**src/assert_macros.svh**
```systemverilog
// assertion macros shared by the rtl
`ifndef ASSERT_MACROS_SVH
`define ASSERT_MACROS_SVH

// same-cycle implication under active-low reset
`define SCR_ASSERT_IMPL(label, clk, rst_n, ante, cons) \
    label: assert property (@(posedge clk) disable iff (!(rst_n)) (ante) |-> (cons)) \
        else $error("assertion failed");

// next-cycle implication under active-low reset
`define SCR_ASSERT_NEXT(label, clk, rst_n, ante, cons) \
    label: assert property (@(posedge clk) disable iff (!(rst_n)) (ante) |=> (cons)) \
        else $error("assertion failed");

`endif

```
**src/scr_pkg.sv**
```systemverilog
// types, constants and arithmetic helpers of the corridor rectangle unit
package scr_pkg;

    localparam int COORD_WIDTH = 24;
    localparam int FRAC_BITS   = 8;
    localparam int DELTA_W     = COORD_WIDTH + 1;
    localparam int SQ_W        = 2 * DELTA_W;
    localparam int NORM_W      = 62;
    localparam int ROOT_W      = 31;
    localparam int ROOT_STEPS  = 31;
    localparam int REM_W       = ROOT_W + 2;
    localparam int MAG_W       = 32;
    localparam int UNIT_FRAC   = 14;
    localparam int UNIT_ONE    = 1 << UNIT_FRAC;
    localparam int UNIT_W      = 16;
    localparam int QUO_W       = 16;
    localparam int DIVN_W      = ROOT_W + 1 + QUO_W - 1;
    localparam int PROD_W      = 32;
    localparam int OFF_W       = PROD_W + 2;
    localparam int PROD_FRAC   = 22;
    localparam int RSH         = PROD_FRAC - FRAC_BITS;
    localparam int SUM_W       = OFF_W + 1;
    localparam int RO_W        = SUM_W - RSH;
    localparam int PLACE_W     = 40;
    localparam int CFG_W       = 16;
    localparam int MAP_W       = 15;
    localparam int HALF_SHIFT  = 9;
    localparam int HW_W        = CFG_W + FRAC_BITS + 1;
    localparam int CFG_IDX_W   = 8;

    localparam logic [CFG_IDX_W-1:0] REG_CORRIDOR_WIDTH = 8'd0;
    localparam logic [CFG_IDX_W-1:0] REG_EXT_LEN        = 8'd1;
    localparam logic [CFG_IDX_W-1:0] REG_MAP_WIDTH      = 8'd2;
    localparam logic [CFG_IDX_W-1:0] REG_MAP_HEIGHT     = 8'd3;

    typedef logic signed [COORD_WIDTH-1:0] t_coord;
    typedef logic signed [DELTA_W-1:0]     t_delta;
    typedef logic signed [RO_W-1:0]        t_ro;

    typedef struct packed {
        t_coord p1x;
        t_coord p1y;
        t_coord p2x;
        t_coord p2y;
        t_delta dx;
        t_delta dy;
        logic   degen;
    } t_seg;

    typedef struct packed {
        logic [CFG_W-1:0] corridor_width;
        logic [CFG_W-1:0] ext_len;
        logic [MAP_W-1:0] map_width;
        logic [MAP_W-1:0] map_height;
    } t_cfg;

    typedef struct packed {
        t_coord c1x;
        t_coord c1y;
        t_coord c2x;
        t_coord c2y;
        t_coord c3x;
        t_coord c3y;
        t_coord c4x;
        t_coord c4y;
        logic   degen;
    } t_rect;

    function automatic t_coord sat_coord(input logic signed [PLACE_W-1:0] v);
        logic signed [PLACE_W-1:0] hi;
        logic signed [PLACE_W-1:0] lo;
        hi = '0;
        hi[COORD_WIDTH-1:0] = {1'b0, {(COORD_WIDTH-1){1'b1}}};
        lo = -hi - PLACE_W'(1);
        if (v > hi) begin
            sat_coord = COORD_WIDTH'(hi);
        end else if (v < lo) begin
            sat_coord = COORD_WIDTH'(lo);
        end else begin
            sat_coord = COORD_WIDTH'(v);
        end
    endfunction

    // q.22 offset rounded to the coordinate lsb
    function automatic t_ro round_off(input logic signed [OFF_W-1:0] off);
        logic signed [SUM_W-1:0] bias;
        logic signed [SUM_W-1:0] sum;
        bias = '0;
        bias[RSH-1] = 1'b1;
        sum = SUM_W'(off) + bias;
        round_off = RO_W'(sum >>> RSH);
    endfunction

    function automatic t_coord place(input t_coord p, input t_ro ro,
                                     input logic [MAP_W-1:0] size);
        logic [MAP_W-1:0]          sz1;
        logic signed [PLACE_W-1:0] hi;
        logic signed [PLACE_W-1:0] v;
        sz1 = (size == '0) ? '0 : size - MAP_W'(1);
        hi = $signed({{(PLACE_W-MAP_W){1'b0}}, sz1}) <<< FRAC_BITS;
        v = PLACE_W'(p) + PLACE_W'(ro);
        if (v < 0) begin
            v = '0;
        end
        if (v > hi) begin
            v = hi;
        end
        place = sat_coord(v);
    endfunction

endpackage

```
**src/scr_front.sv**
```systemverilog
// front end: keeps the previous point and turns point pairs into segments
module scr_front (
    input  logic             i_clk,
    input  logic             i_rst_n,
    input  logic             i_valid,
    output logic             o_ready,
    input  scr_pkg::t_coord  i_point_x,
    input  scr_pkg::t_coord  i_point_y,
    input  logic             i_path_start,
    output logic             o_push,
    output scr_pkg::t_seg    o_seg,
    input  logic             i_push_ready
);
    import scr_pkg::*;

    logic   r_have_prev;
    t_coord r_prev_x;
    t_coord r_prev_y;
    logic   w_acc;
    t_delta w_dx;
    t_delta w_dy;

    assign o_ready = i_push_ready;
    assign w_acc   = i_valid && i_push_ready;
    assign w_dx    = DELTA_W'(i_point_x) - DELTA_W'(r_prev_x);
    assign w_dy    = DELTA_W'(i_point_y) - DELTA_W'(r_prev_y);
    // a point with no stored predecessor only opens a path
    assign o_push  = w_acc && !i_path_start && r_have_prev;

    always_comb begin
        o_seg.p1x   = r_prev_x;
        o_seg.p1y   = r_prev_y;
        o_seg.p2x   = i_point_x;
        o_seg.p2y   = i_point_y;
        o_seg.dx    = w_dx;
        o_seg.dy    = w_dy;
        o_seg.degen = (w_dx == '0) && (w_dy == '0);
    end

    always_ff @(posedge i_clk) begin
        if (!i_rst_n) begin
            r_have_prev <= 1'b0;
            r_prev_x    <= '0;
            r_prev_y    <= '0;
        end else if (w_acc) begin
            r_have_prev <= 1'b1;
            r_prev_x    <= i_point_x;
            r_prev_y    <= i_point_y;
        end
    end

endmodule

```
**config.mk**
```make
export PLATFORM = sky130hd
export DESIGN_NAME = scr_front
export DESIGN_NICKNAME = d
export VERILOG_FILES = /design/src/assert_macros.svh /design/src/scr_pkg.sv /design/src/scr_front.sv
export SDC_FILE = /design/constraint.sdc
export NUM_CORES = 1
export LEC_CHECK = 0
export BUFFER_PORTS_ARGS = -buffer_cell sky130_fd_sc_hd__buf_2
export CAP_MARGIN = 20
export CORE_MARGIN = 3
export CORE_UTILIZATION = 47
export CTS_BUF_LIST = sky130_fd_sc_hd__clkbuf_2 sky130_fd_sc_hd__clkbuf_4 sky130_fd_sc_hd__clkbuf_8
export DETAILED_ROUTE_END_ITERATION = 6
export GPL_TIMING_DRIVEN = 0
export PLACE_DENSITY_LB_ADDON = 0.12
export SLEW_MARGIN = 20
export SYNTH_ARGS = -nofsm -noshare
export SYNTH_HDL_FRONTEND = slang
export SYNTH_SLANG_ARGS = --single-unit
export TNS_END_PERCENT = 100
```
**constraint.sdc**
```tcl
create_clock -name i_clk -period 4.15 [get_ports i_clk]
set_input_delay 0.2075 -clock i_clk [delete_from_list [all_inputs] [get_ports i_clk]]
set_output_delay 0.2075 -clock i_clk [all_outputs]
set_load 0.05 [all_outputs]
```
After elaboration in Yosys (flattened, before gate mapping)
Cells that the tools add are included.

$add $sub $neg: 2. Reduce and logical (&&, ||, !) cells: 7.

Operator list (number): logical NOT 25 bit (2); subtractor 24 x 24 -> 25 bit (2); logical AND 1 bit (4); logical NOT 1 bit (1).

Logic and storage cells: 12. Register bits: 49.

Longest topological paths before layout
Word-level depth: 3. Gate-level depth with buffers: 12. Depth with buffers taken out: 12.

Least setup slack after synthesis
No wires, ideal clock.

Path kind: reg2out. Start point: register r_prev_y[0]. End point: output o_seg[0] in the netlist's numbering. Arrival: 4.228 ns. Path slack: -0.285 ns. Path buffers: 0. Stages on the path, launching flop included: 12. Cell sequence: dfxtp_1 ha_1 fa_1 nand2b_1 a21oi_1 or4b_2 nand3_1 or4_1 a2111o_1 nor4_2 nand4_1 nor4_2.

RTL lines: from (decl) (line scr_front.sv:18) `t_coord r_prev_y;`; from (signal assigned) (line scr_front.sv:48) `r_prev_y <= i_point_y;`; to (decl) (line scr_front.sv:11) `output scr_pkg::t_seg o_seg,`.

==> run summary <==
Syn_nets: 811
Die area: 12,100 um^2
Final global-route overflow total: 0
Met2 Use GR: 47.4%
YS warnings: 0
Post-route DRC: 0
Synth area leaders: dfxtp_1 (19%), ha_1 (12%), nand2_1 (9.3%), buf_4 (7.4%), a21boi_0 (7.1%)
Initial core utilization: 48.8%
Actual slew at the worst max-slew pin: 693 ps
EDFF count, synth: 0
CTS buffer count: 5
CTS max path bufs: 2
Clk Latency, worst-skew pair: 310 ps
Via density: 5.37
Iter 0 DRT Violations: 236
Synth top area share: 19.3%
Placed inst area: 6270 um^2
FFs w/ async S/R, synth: 0%
DRT Pass-1 Iters: 5
Fin crit share: 95.5%
Layout cells sized above 1: 31.3%
Design area: 6440 um^2
Core area: 10,400 um^2
Seq/Total Area, Yosys: 19.3%
Yosys cell types: 64
Post-Place Cells: 1,044
Post-CTS Hold Fix Bufs: 0
Post-Synth XOR/XNOR Area: 6.35%
Initial antenna violation count: 0
N_diodes: 0
Compound-cell area share of the yosys netlist: 25.3%
Outcome: complete, no violations
Post-synth top cells: nand2_1 (126), inv_1 (72), buf_4 (50), dfxtp_1 (49)
# IOs: 202
Die Y: 110 um
GRT Overall Usage: 25.8%
Final Hold Fails: 0
Crit end category: output pin
Nets: 1,017
Slew Limit Headroom: 53.5%
DP HPWL: 13,300 um
Worst path required time: 3940 ps
Largest family of logic cells by synthesized area: compound AO/OA/AOI/OAI gates
Crit Path Class: reg2out
Post-Syn Area: 5080 um^2
Crit path max fanout: 4
CP arrival: 3760 ps
Non-Filler Instances: 1,051
Number of global-route vias before repair: 5,194
CTS root buf: clkbuf_8
Mux contribution to synthesized area: 0.394%
Chip Width: 110 um
Area Overhead vs Synth: 26.6%
Clock sinks: 49
Hold Crit Class: in2reg
Reg clk slew, reported paths: 110 ps
Max rail drop VDD: 194 uV
Placement Rows: 37
Input/output buffers: 200
CTS tree: yes
Syn_area_per_cell: 7.18 um^2
Maxcap violations: 0
Max-slew violations: 0
Worst Setup Start Kind: register
Clk_skew: 0 ps
Post-synthesis register bit count: 49
Wirelength per Cell: 15.3 um
Met1 GRT Util: 32.3%
GP Congestion: 0.960
Antenna-violating nets left: 0
Final setup violation count: 0
Most Crowded Layer GR: met2
Adder-cell share of the synthesized area: 12.6%
Routing usage on met3: 3.09%
Gate Count Post-Synth: 708
PD cells: 330 nW/um^2
Final setup TNS: 0 ps
Fmax: 252 MHz
Final worst path period need: 3970 ps
Top FF cell, synth: dfxtp_1
Most common cell in the netlist: nand2_1
Largest net degree at the start of global routing: 16
Vias: 5,643
Synth area leader: dfxtp_1
Drt total wl: 16,100 um
# H-tree levels: 2
First-pass GRT wire length: 25,200 um
RSZ-0062 raised after global routing: false
Pleak: 2.99 nW
Simple-gate area share of the yosys netlist: 21.7%
[layout by cell type (no fill, tap or decap), drive strengths merged, types with 5 or more instances in the layout]
cell type and n:
nand4 9, xnor2 21, nor3 6, clkbuf 27, nand2b 6, and3 6
inv 72, o21ai 32, nand2 126, a21boi 48, o211ai 6, ha 48
a21o 8, nor2 39, xor2 15, buf 251, a211oi 9, and2 6
nand3 5, a21oi 44, a31oi 8, dfxtp 49, o21a 6
[layout make-up]
class,instances,area (um^2)
Clock inverter,2,15.0
Inverter,72,270
Fill cell,1018,3980
Multi-Input combinational cell,514,3450
Clock buffer,6,76.3
Sequential cell,49,983
Tap cell,136,170
Timing Repair Buffer,201,1010
Buffer,71,454
[critical path, stage by stage (launching register included)]
cell and delay [ps]:
dfxtp_1 340, ha_1 210, fa_1 410, nand2b_4 180
a21oi_4 200, o21ai_2 110, xnor2_1 170, or4_4 570
a2111o_1 380, nor4_2 150, nand4_1 200, nor4_4 320
buf_6 200
[cell families (layout without fill, tap and decap cells)]
family          count (synthesis)  in the layout
simple gates                  235            235
compound gates                191            191
buf+inv                       145            352
fa+ha+maj                      50             50
flops                          49             49
xor+xnor                       36             36
mux                             2              2
[repair_timing]
| action | CTS | global route |
|---|---|---|
| pin swaps | 1 | 6 |
| endpoints found under the setup margin | 1 | 1 |
| gates cloned | 0 | 0 |
| gates resized for setup | 2 | 15 |
| setup buffers | 1 | 0 |
[registers in the layout, indices dropped and copies added (netlist names)]
| signal | flops |
|---|---|
| r_prev_y | 24 |
| r_prev_x | 24 |
| r_have_prev | 1 |
[per-layer routing]
layer,wire length (um),vias to the layer above
li1,-,2791
met1,6940,2660
met2,7960,172
met3,941,20
met4,231,0
met5,0,-
[where the power goes]
| group | switching (mW) | internal [mW] | total (mW) |
|---|---|---|---|
| sequential | 0.0169 | 0.492 | 0.509 |
| combinational | 0.947 | 0.360 | 1.31 |
| clock | 0.183 | 0.126 | 0.309 |
[path summary, 6_finish.rpt]
check        depth (start not counted)  slack [ps]          start      endpoint
min reg2reg                          1         470    r_have_prev   r_have_prev
max reg2reg                          2        3390    r_prev_y[1]   r_prev_y[1]
min                                  3         160  i_point_y[10]  r_prev_y[10]
max                                 12         180    r_prev_y[0]      o_seg[0]
[through the flow]
stage	utilization, %	hold WS (ps)	setup WS [ps]	total power [mW]
after CTS	61.2	148	27.5	2.12
after detailed placement	60.2	450	184	1.80
after global placement	60.2	442	218	1.79
final	61.8	157	185	2.13
after global routing	61.8	165	5.16	2.24
after floorplan	-	345	6.29	1.49
No activity file was read; power rests on OpenSTA's default activity.
