[src/assert_macros.svh]
// assertion macros shared by the rtl
`ifndef ASSERT_MACROS_SVH
`define ASSERT_MACROS_SVH

// same-cycle implication under active-low reset
`define SCR_ASSERT_IMPL(label, clk, rst_n, ante, cons) \
    label: assert property (@(posedge clk) disable iff (!(rst_n)) (ante) |-> (cons)) \
        else $error("assertion failed");

// next-cycle implication under active-low reset
`define SCR_ASSERT_NEXT(label, clk, rst_n, ante, cons) \
    label: assert property (@(posedge clk) disable iff (!(rst_n)) (ante) |=> (cons)) \
        else $error("assertion failed");

`endif

[src/scr_pkg.sv]
// types, constants and arithmetic helpers of the corridor rectangle unit
package scr_pkg;

    localparam int COORD_WIDTH = 24;
    localparam int FRAC_BITS   = 8;
    localparam int DELTA_W     = COORD_WIDTH + 1;
    localparam int SQ_W        = 2 * DELTA_W;
    localparam int NORM_W      = 62;
    localparam int ROOT_W      = 31;
    localparam int ROOT_STEPS  = 31;
    localparam int REM_W       = ROOT_W + 2;
    localparam int MAG_W       = 32;
    localparam int UNIT_FRAC   = 14;
    localparam int UNIT_ONE    = 1 << UNIT_FRAC;
    localparam int UNIT_W      = 16;
    localparam int QUO_W       = 16;
    localparam int DIVN_W      = ROOT_W + 1 + QUO_W - 1;
    localparam int PROD_W      = 32;
    localparam int OFF_W       = PROD_W + 2;
    localparam int PROD_FRAC   = 22;
    localparam int RSH         = PROD_FRAC - FRAC_BITS;
    localparam int SUM_W       = OFF_W + 1;
    localparam int RO_W        = SUM_W - RSH;
    localparam int PLACE_W     = 40;
    localparam int CFG_W       = 16;
    localparam int MAP_W       = 15;
    localparam int HALF_SHIFT  = 9;
    localparam int HW_W        = CFG_W + FRAC_BITS + 1;
    localparam int CFG_IDX_W   = 8;

    localparam logic [CFG_IDX_W-1:0] REG_CORRIDOR_WIDTH = 8'd0;
    localparam logic [CFG_IDX_W-1:0] REG_EXT_LEN        = 8'd1;
    localparam logic [CFG_IDX_W-1:0] REG_MAP_WIDTH      = 8'd2;
    localparam logic [CFG_IDX_W-1:0] REG_MAP_HEIGHT     = 8'd3;

    typedef logic signed [COORD_WIDTH-1:0] t_coord;
    typedef logic signed [DELTA_W-1:0]     t_delta;
    typedef logic signed [RO_W-1:0]        t_ro;

    typedef struct packed {
        t_coord p1x;
        t_coord p1y;
        t_coord p2x;
        t_coord p2y;
        t_delta dx;
        t_delta dy;
        logic   degen;
    } t_seg;

    typedef struct packed {
        logic [CFG_W-1:0] corridor_width;
        logic [CFG_W-1:0] ext_len;
        logic [MAP_W-1:0] map_width;
        logic [MAP_W-1:0] map_height;
    } t_cfg;

    typedef struct packed {
        t_coord c1x;
        t_coord c1y;
        t_coord c2x;
        t_coord c2y;
        t_coord c3x;
        t_coord c3y;
        t_coord c4x;
        t_coord c4y;
        logic   degen;
    } t_rect;

    function automatic t_coord sat_coord(input logic signed [PLACE_W-1:0] v);
        logic signed [PLACE_W-1:0] hi;
        logic signed [PLACE_W-1:0] lo;
        hi = '0;
        hi[COORD_WIDTH-1:0] = {1'b0, {(COORD_WIDTH-1){1'b1}}};
        lo = -hi - PLACE_W'(1);
        if (v > hi) begin
            sat_coord = COORD_WIDTH'(hi);
        end else if (v < lo) begin
            sat_coord = COORD_WIDTH'(lo);
        end else begin
            sat_coord = COORD_WIDTH'(v);
        end
    endfunction

    // q.22 offset rounded to the coordinate lsb
    function automatic t_ro round_off(input logic signed [OFF_W-1:0] off);
        logic signed [SUM_W-1:0] bias;
        logic signed [SUM_W-1:0] sum;
        bias = '0;
        bias[RSH-1] = 1'b1;
        sum = SUM_W'(off) + bias;
        round_off = RO_W'(sum >>> RSH);
    endfunction

    function automatic t_coord place(input t_coord p, input t_ro ro,
                                     input logic [MAP_W-1:0] size);
        logic [MAP_W-1:0]          sz1;
        logic signed [PLACE_W-1:0] hi;
        logic signed [PLACE_W-1:0] v;
        sz1 = (size == '0) ? '0 : size - MAP_W'(1);
        hi = $signed({{(PLACE_W-MAP_W){1'b0}}, sz1}) <<< FRAC_BITS;
        v = PLACE_W'(p) + PLACE_W'(ro);
        if (v < 0) begin
            v = '0;
        end
        if (v > hi) begin
            v = hi;
        end
        place = sat_coord(v);
    endfunction

endpackage

[src/scr_queue.sv]
// two-entry segment queue between front and back
module scr_queue (
    input  logic          i_clk,
    input  logic          i_rst_n,
    input  logic          i_push,
    input  scr_pkg::t_seg i_push_data,
    output logic          o_push_ready,
    output logic          o_pop_valid,
    output scr_pkg::t_seg o_pop_data,
    input  logic          i_pop_ready
);
    import scr_pkg::*;

    t_seg       r_mem [2];
    logic       r_wr;
    logic       r_rd;
    logic [1:0] r_cnt;
    logic       w_wr_en;
    logic       w_rd_en;

    assign o_push_ready = (r_cnt != 2'd2);
    assign o_pop_valid  = (r_cnt != 2'd0);
    assign o_pop_data   = r_mem[r_rd];
    assign w_wr_en      = i_push && o_push_ready;
    assign w_rd_en      = i_pop_ready && o_pop_valid;

    always_ff @(posedge i_clk) begin
        if (w_wr_en) begin
            r_mem[r_wr] <= i_push_data;
        end
    end

    always_ff @(posedge i_clk) begin
        if (!i_rst_n) begin
            r_wr  <= 1'b0;
            r_rd  <= 1'b0;
            r_cnt <= 2'd0;
        end else begin
            if (w_wr_en) begin
                r_wr <= !r_wr;
            end
            if (w_rd_en) begin
                r_rd <= !r_rd;
            end
            if (w_wr_en && !w_rd_en) begin
                r_cnt <= r_cnt + 2'd1;
            end else if (w_rd_en && !w_wr_en) begin
                r_cnt <= r_cnt - 2'd1;
            end
        end
    end

endmodule

[config.mk]
export PLATFORM = sky130hd
export DESIGN_NAME = scr_queue
export DESIGN_NICKNAME = d
export VERILOG_FILES = /design/src/assert_macros.svh /design/src/scr_pkg.sv /design/src/scr_queue.sv
export SDC_FILE = /design/constraint.sdc
export NUM_CORES = 1
export LEC_CHECK = 0
export BUFFER_PORTS_ARGS = -buffer_cell sky130_fd_sc_hd__buf_2
export CORE_ASPECT_RATIO = 0.75
export CORE_MARGIN = 1
export CORE_UTILIZATION = 49
export CTS_BUF_LIST = sky130_fd_sc_hd__clkbuf_8
export DETAILED_ROUTE_END_ITERATION = 16
export PLACE_DENSITY = 0.89
export SLEW_MARGIN = 10
export SYNTH_ARGS = -nofsm -noshare
export SYNTH_HDL_FRONTEND = slang
export SYNTH_SLANG_ARGS = --single-unit
[constraint.sdc]
create_clock -name i_clk -period 4.9 [get_ports i_clk]
set_clock_uncertainty 0.1 [all_clocks]
set_input_delay 0.98 -clock i_clk [delete_from_list [all_inputs] [get_ports i_clk]]
set_output_delay 0.98 -clock i_clk [all_outputs]
set_load 0.05 [all_outputs]
Word-level counts from Yosys, hierarchy flattened

Memory sizes are Yosys's and may differ from the RTL's. A register that Yosys moved wholly into a read port is not among the register bits.
Index checks and enable logic that the tools add are counted.

Add/sub/neg operators: 2
Multipliers: 0
Div/mod/pow operators: 0
Order comparisons: 0
Equality and inequality tests: 1
Shift-type cells: 0
Muxes and demuxes: 6
Bitwise operators: 0
Reduce and logical (&&, ||, !) cells: 10

Operator list:

| kind                                                               | count |
|---|---|
| 1-bit logical AND                                                  | 4 |
| 1-bit logical NOT                                                  | 4 |
| 1-bit 2-to-1 mux                                                   | 4 |
| 2-bit 2-to-1 mux                                                   | 2 |
| 2-bit nonzero test                                                 | 2 |
| 2-bit by 1-bit adder with 2-bit output, second input constant      | 1 |
| 2-bit inequality test, second input constant                       | 1 |
| 2-bit by 1-bit subtractor with 2-bit output, second input constant | 1 |

Register bits after elaboration: 4
Bits in latches: 0
Memory bits (writable): 294
Memory bits (read-only): 0
Output and inout port bits: 149
Memories: 1

Memories:

| memory | depth | width | rd ports | clocked after memory_dff | write ports | RTL line        | source |
|---|---|---|---|---|---|---|---|
| r_mem  | 2     | 147   | 1        | 1                        | 1           | scr_queue.sv:14 | `t_seg r_mem [2];` |

Logic depth before layout (Yosys ltp)

Word-level depth: 6
Gate-level depth with buffers: 6

Worst setup path before layout

Ideal clock, no wire load.

Kind: input-to-reg
Start: input i_push
End: memory r_mem[1][0] in the netlist's numbering, enable pin
Library setup time: 0.525 ns
Arrival: 4.405 ns
Slack: -0.130 ns
Cell stages on the path: 1
Path buffers: 0
Cell sequence: and3_1

Cells in the longest elaborated chain, start to end: 3

Ends and longest elaborated chain:

| what                                   | RTL line        | source |
|---|---|---|
| start: declaration                     | scr_queue.sv:5  | `input logic i_push,` |
| 1-bit logical AND                      | scr_queue.sv:24 | `assign w_wr_en = i_push && o_push_ready;` |
| 1-bit 2-to-1 mux                       | scr_queue.sv:28 | `if (w_wr_en) begin` |
| 1-bit 2-to-1 mux (not written as such) | scr_queue.sv:29 | `r_mem[r_wr] <= i_push_data;` |
| end: declaration                       | scr_queue.sv:14 |  |

Every way passes these cells.

==> results.md <==
| Group | Metric | Reported |
| --- | --- | --- |
| final layout | Nets | 969 |
| logic synthesis | Number of unique standard cell types used by synthesis | 21 |
| final layout | Number of fill cells in the layout | 1,523 |
| job | Max-cap viol count | 0 |
| logic synthesis | Syn nets | 633 |
| clocking | CTS max path bufs | 3 |
| global route | Initial antenna violation count | 4 |
| clocking | Post-CTS setup buffer count | 0 |
| worst setup path | Crit path required time | 3.82 ns |
| route | First-pass iteration count of the detailed router | 4 |
| worst setup path | Category of the most critical setup path | reg2out |
| floorplan | Area of the core | 0.02141 mm^2 |
| clocking | Cts hold-fix bufs | 0 |
| timing | Final Hold Fails | 0 |
| floorplan | Initial Utilization | 50.69% |
| floorplan | Area enclosed by the die boundary | 0.02275 mm^2 |
| floorplan | Rows | 46 |
| place | Cell count after placement | 1,058 |
| timing | Headroom to the max-slew limit | 44.28% |
| power and ir drop | Net switching power | 3.020 mW |
| place | Count of port buffers added during placement | 299 |
| power and ir drop | Fraction of power consumed by combinational cells | 34.6% |
| timing | Achievable frequency | 280.5 MHz |
| logic synthesis | Sequential element share of the synthesized area | 82.27% |
| clocking | Count of instances resized after the clock tree is built | 0 |
| route | Total wire length | 21,160 um |
| worst setup path | Endpoint kind of the worst setup timing path | output pin |
| clocking | Level count of the clock H-tree | 2 |
| power and ir drop | Largest vdd supply drop | 0.0004311 V |
| power and ir drop | Total power after layout | 7.930 mW |
| timing | Number of endpoints failing setup at the final stage | 0 |
| min path | Min-Delay Path Class | reg2reg |
| route | Routed WL per cell | 18.59 um |
| place | GPL Wtd Cong | 0.7734 |
| clocking | Number of sinks handled by clock tree synthesis | 299 |
| logic synthesis | Flip-flop and latch count after synthesis | 299 |
| logic synthesis | Syn. warnings | 0 |
| logic synthesis | Yosys top cell area share | 81.35% |
| route | Mean number of vias per cell | 4.975 |
| power and ir drop | Internal power contribution | 4.910 mW |
| route | Drt drc | 0 |
| place | HPWL after DPL | 13,490 um |
| clocking | Inserted Clock Buffers | 45 |
| logic synthesis | Cells after Synth | 481 |
| timing | Worst Tran Pin Value | 0.8359 ns |
| final layout | Share of post-route cells with drive strength above 1 | 60.21% |
| clocking | CTS tree | built |
| power and ir drop | Clock network fraction of design power | 23.3% |
| floorplan | # IOs | 300 |
| timing | Period utilisation layout | 72.75% |
| clocking | Clock Latency Late Sink | 0.51 ns |
| final layout | Layout Area Growth over Synthesis | 24.16% |
| logic synthesis | Cell taking the most area after synthesis | sky130_fd_sc_hd__edfxtp_1 |
| global route | Largest net degree at the start of global routing | 88 |
| final layout | Fraction of the core area covered by cells at the end of the flow | 62.94% |
| worst setup path | Worst path arrival time | 2.48 ns |
| worst setup path | Largest fanout on the critical path | 52 |
| power and ir drop | Leakage Power | 5.055 nW |
| logic synthesis | Post-Syn Area per Cell | 22.56 um^2 |
| route | Violation count after the first detailed-route iteration | 294 |
| logic synthesis | Cell Area, Synth | 0.01085 mm^2 |
| power and ir drop | Switch share | 38.08% |
| place | Post-place instance area | 0.01267 mm^2 |
| global route | Via count of the first global-routing pass | 5,860 |
| timing | Summed negative setup slack over all endpoints | 0 ns |
| global route | Global-route wire length before repair | 31,260 um |
| final layout | Post-Layout Cell Count | 1,138 |
| clocking | Clk pin slew, worst setup/hold paths | 0.06 ns |
| route | Post-route ant nets | 0 |
| status | Status | finished, final reports clean |
| timing | Count of final max-slew check failures | 0 |
| global route | Total Routing Usage GR | 17.99% |
| final layout | Total non-filler cell area in the finished layout | 0.01348 mm^2 |
| global route | Total grt overflow | 0 |
| power and ir drop | Power Dens Cells | 588.5 mW/mm^2 |
| power and ir drop | Proportion of power drawn by flip-flops and latches | 42.1% |
| timing | Final min period | 3.565 ns |
| timing | RSZ-0062 raised after global routing | no |
| floorplan | Vertical extent of the die | 130.9 um |
| clocking | CTS Root Buffer Type | sky130_fd_sc_hd__clkbuf_8 |
| worst setup path | Category of the worst setup path launch point | flop |
| route | Vias post-DR | 5,662 |
| floorplan | Chip Width | 173.8 um |
| logic synthesis | Cell types occupying the most area after synthesis | sky130_fd_sc_hd__edfxtp_1, sky130_fd_sc_hd__mux2_2, sky130_fd_sc_hd__dfxtp_1, sky130_fd_sc_hd__buf_4, sky130_fd_sc_hd__buf_6 |
-- cells in the final DEF (no fill, tap or decap), drive strengths merged --
master,instances
a21bo,1
nand3b,1
dfxtp,5
xor2,1
diode,3
ha,1
mux2,147
clkinv,15
inv,15
and3,1
clkinvlp,1
nand2b,1
xnor2,2
o21ai,2
or3,1
a21boi,2
bufinv,2
or2,1
buf,305
and2,4
clkbuf,45
edfxtp,294
-- logic make-up (layout without fill, tap and decap cells) --
group           Yosys count  count (layout)  share of synthesized area [%]
compound gates            5               5                         0.3228
xor+xnor                  3               3                         0.2421
fa+ha+maj                 1               1                         0.1153
buf+inv                  17             383                          1.199
flops                   299             299                          82.27
mux                     147             147                          15.25
other cells               0               3                              0
simple gates              9               9                         0.5996
-- final timing paths --
| path | from | endpoint | slack, ns | depth (start not counted) |
|---|---|---|---|---|
| max | flop | o_pop_data[96] | 1.34 | 3 |
| min | r_cnt[1] | r_cnt[1] | 0.47 | 2 |
| max reg2reg | r_cnt[0] | r_mem[0][28] | 2.47 | 4 |
| min reg2reg | r_cnt[1] | r_cnt[1] | 0.47 | 2 |
-- layer usage --
| layer | track usage (%) | share of wire [%] | wire, um | vias to the layer above |
|---|---|---|---|---|
| met4 | 6.089 | 1.6 | 339 | 2 |
| met1 | 22.30 | 41 | 8601 | 2765 |
| met2 | 29.74 | 49 | 10310 | 262 |
| met3 | 6.395 | 9.0 | 1896 | 29 |
| li1 | - | - | - | 2604 |
| met5 | 0 | 0.061 | 13 | - |
-- state kept, by name (all words and copies together), names as in the netlist, named ones only --
name / count
r_rd: 1
r_mem: 294
r_cnt: 2
r_wr: 1
-- synthesized netlist by cell type --
library cell,instances
sky130_fd_sc_hd__edfxtp_1,294
sky130_fd_sc_hd__or2_2,1
sky130_fd_sc_hd__or3_1,1
sky130_fd_sc_hd__nand2b_4,1
sky130_fd_sc_hd__dfxtp_1,5
sky130_fd_sc_hd__a21boi_0,1
sky130_fd_sc_hd__and2_1,4
sky130_fd_sc_hd__o21ai_0,1
sky130_fd_sc_hd__a21boi_1,1
sky130_fd_sc_hd__and3_1,1
sky130_fd_sc_hd__inv_1,1
sky130_fd_sc_hd__mux2_2,147
sky130_fd_sc_hd__buf_2,2
sky130_fd_sc_hd__a21bo_2,1
sky130_fd_sc_hd__xor2_1,1
sky130_fd_sc_hd__xnor2_1,2
sky130_fd_sc_hd__buf_6,3
sky130_fd_sc_hd__o21ai_1,1
sky130_fd_sc_hd__ha_1,1
sky130_fd_sc_hd__buf_4,11
sky130_fd_sc_hd__nand3b_1,1
-- power by group through the flow --
| stage | Combinational, mW | Sequential [mW] | Clock [mW] |
|---|---|---|---|
| floorplan | 2.26 | 3.33 | 0 |
| global placement | 2.72 | 3.38 | 0 |
| detailed placement | 2.75 | 3.39 | 0 |
| CTS | 2.77 | 3.35 | 1.90 |
| global route | 2.86 | 3.37 | 2.00 |
| finish | 2.74 | 3.34 | 1.85 |
-- metrics by stage --
step / hold slack [ns] / setup slack [ns]
after global placement: 0.4326 / 1.841
after floorplan: 0.4124 / 0.3826
after global routing: 0.4972 / 1.142
final: 0.4670 / 1.335
after CTS: 0.4716 / 1.211
after detailed placement: 0.4614 / 1.786
-- worst max-delay path, stage by stage, from the launching register on --
cell and delay [ns]:
sky130_fd_sc_hd__dfxtp_4 0.80, sky130_fd_sc_hd__buf_4 0.53, sky130_fd_sc_hd__mux2_2 0.41, sky130_fd_sc_hd__buf_2 0.21
-- final cells by class --
cell class                      count  area [um^2]  area share [%]
Sequential cell                   299         8932           66.29
Inverter                            1        8.758         0.06500
Tap cell                          288        360.3           2.674
Antenna cell                        3        7.507         0.05571
Multi-Input combinational cell    165         1799           13.35
Clock inverter                     32        181.4           1.346
Timing Repair Buffer              305         1567           11.62
Clock buffer                       45        619.3           4.596
No activity file was read; power rests on OpenSTA's default activity.
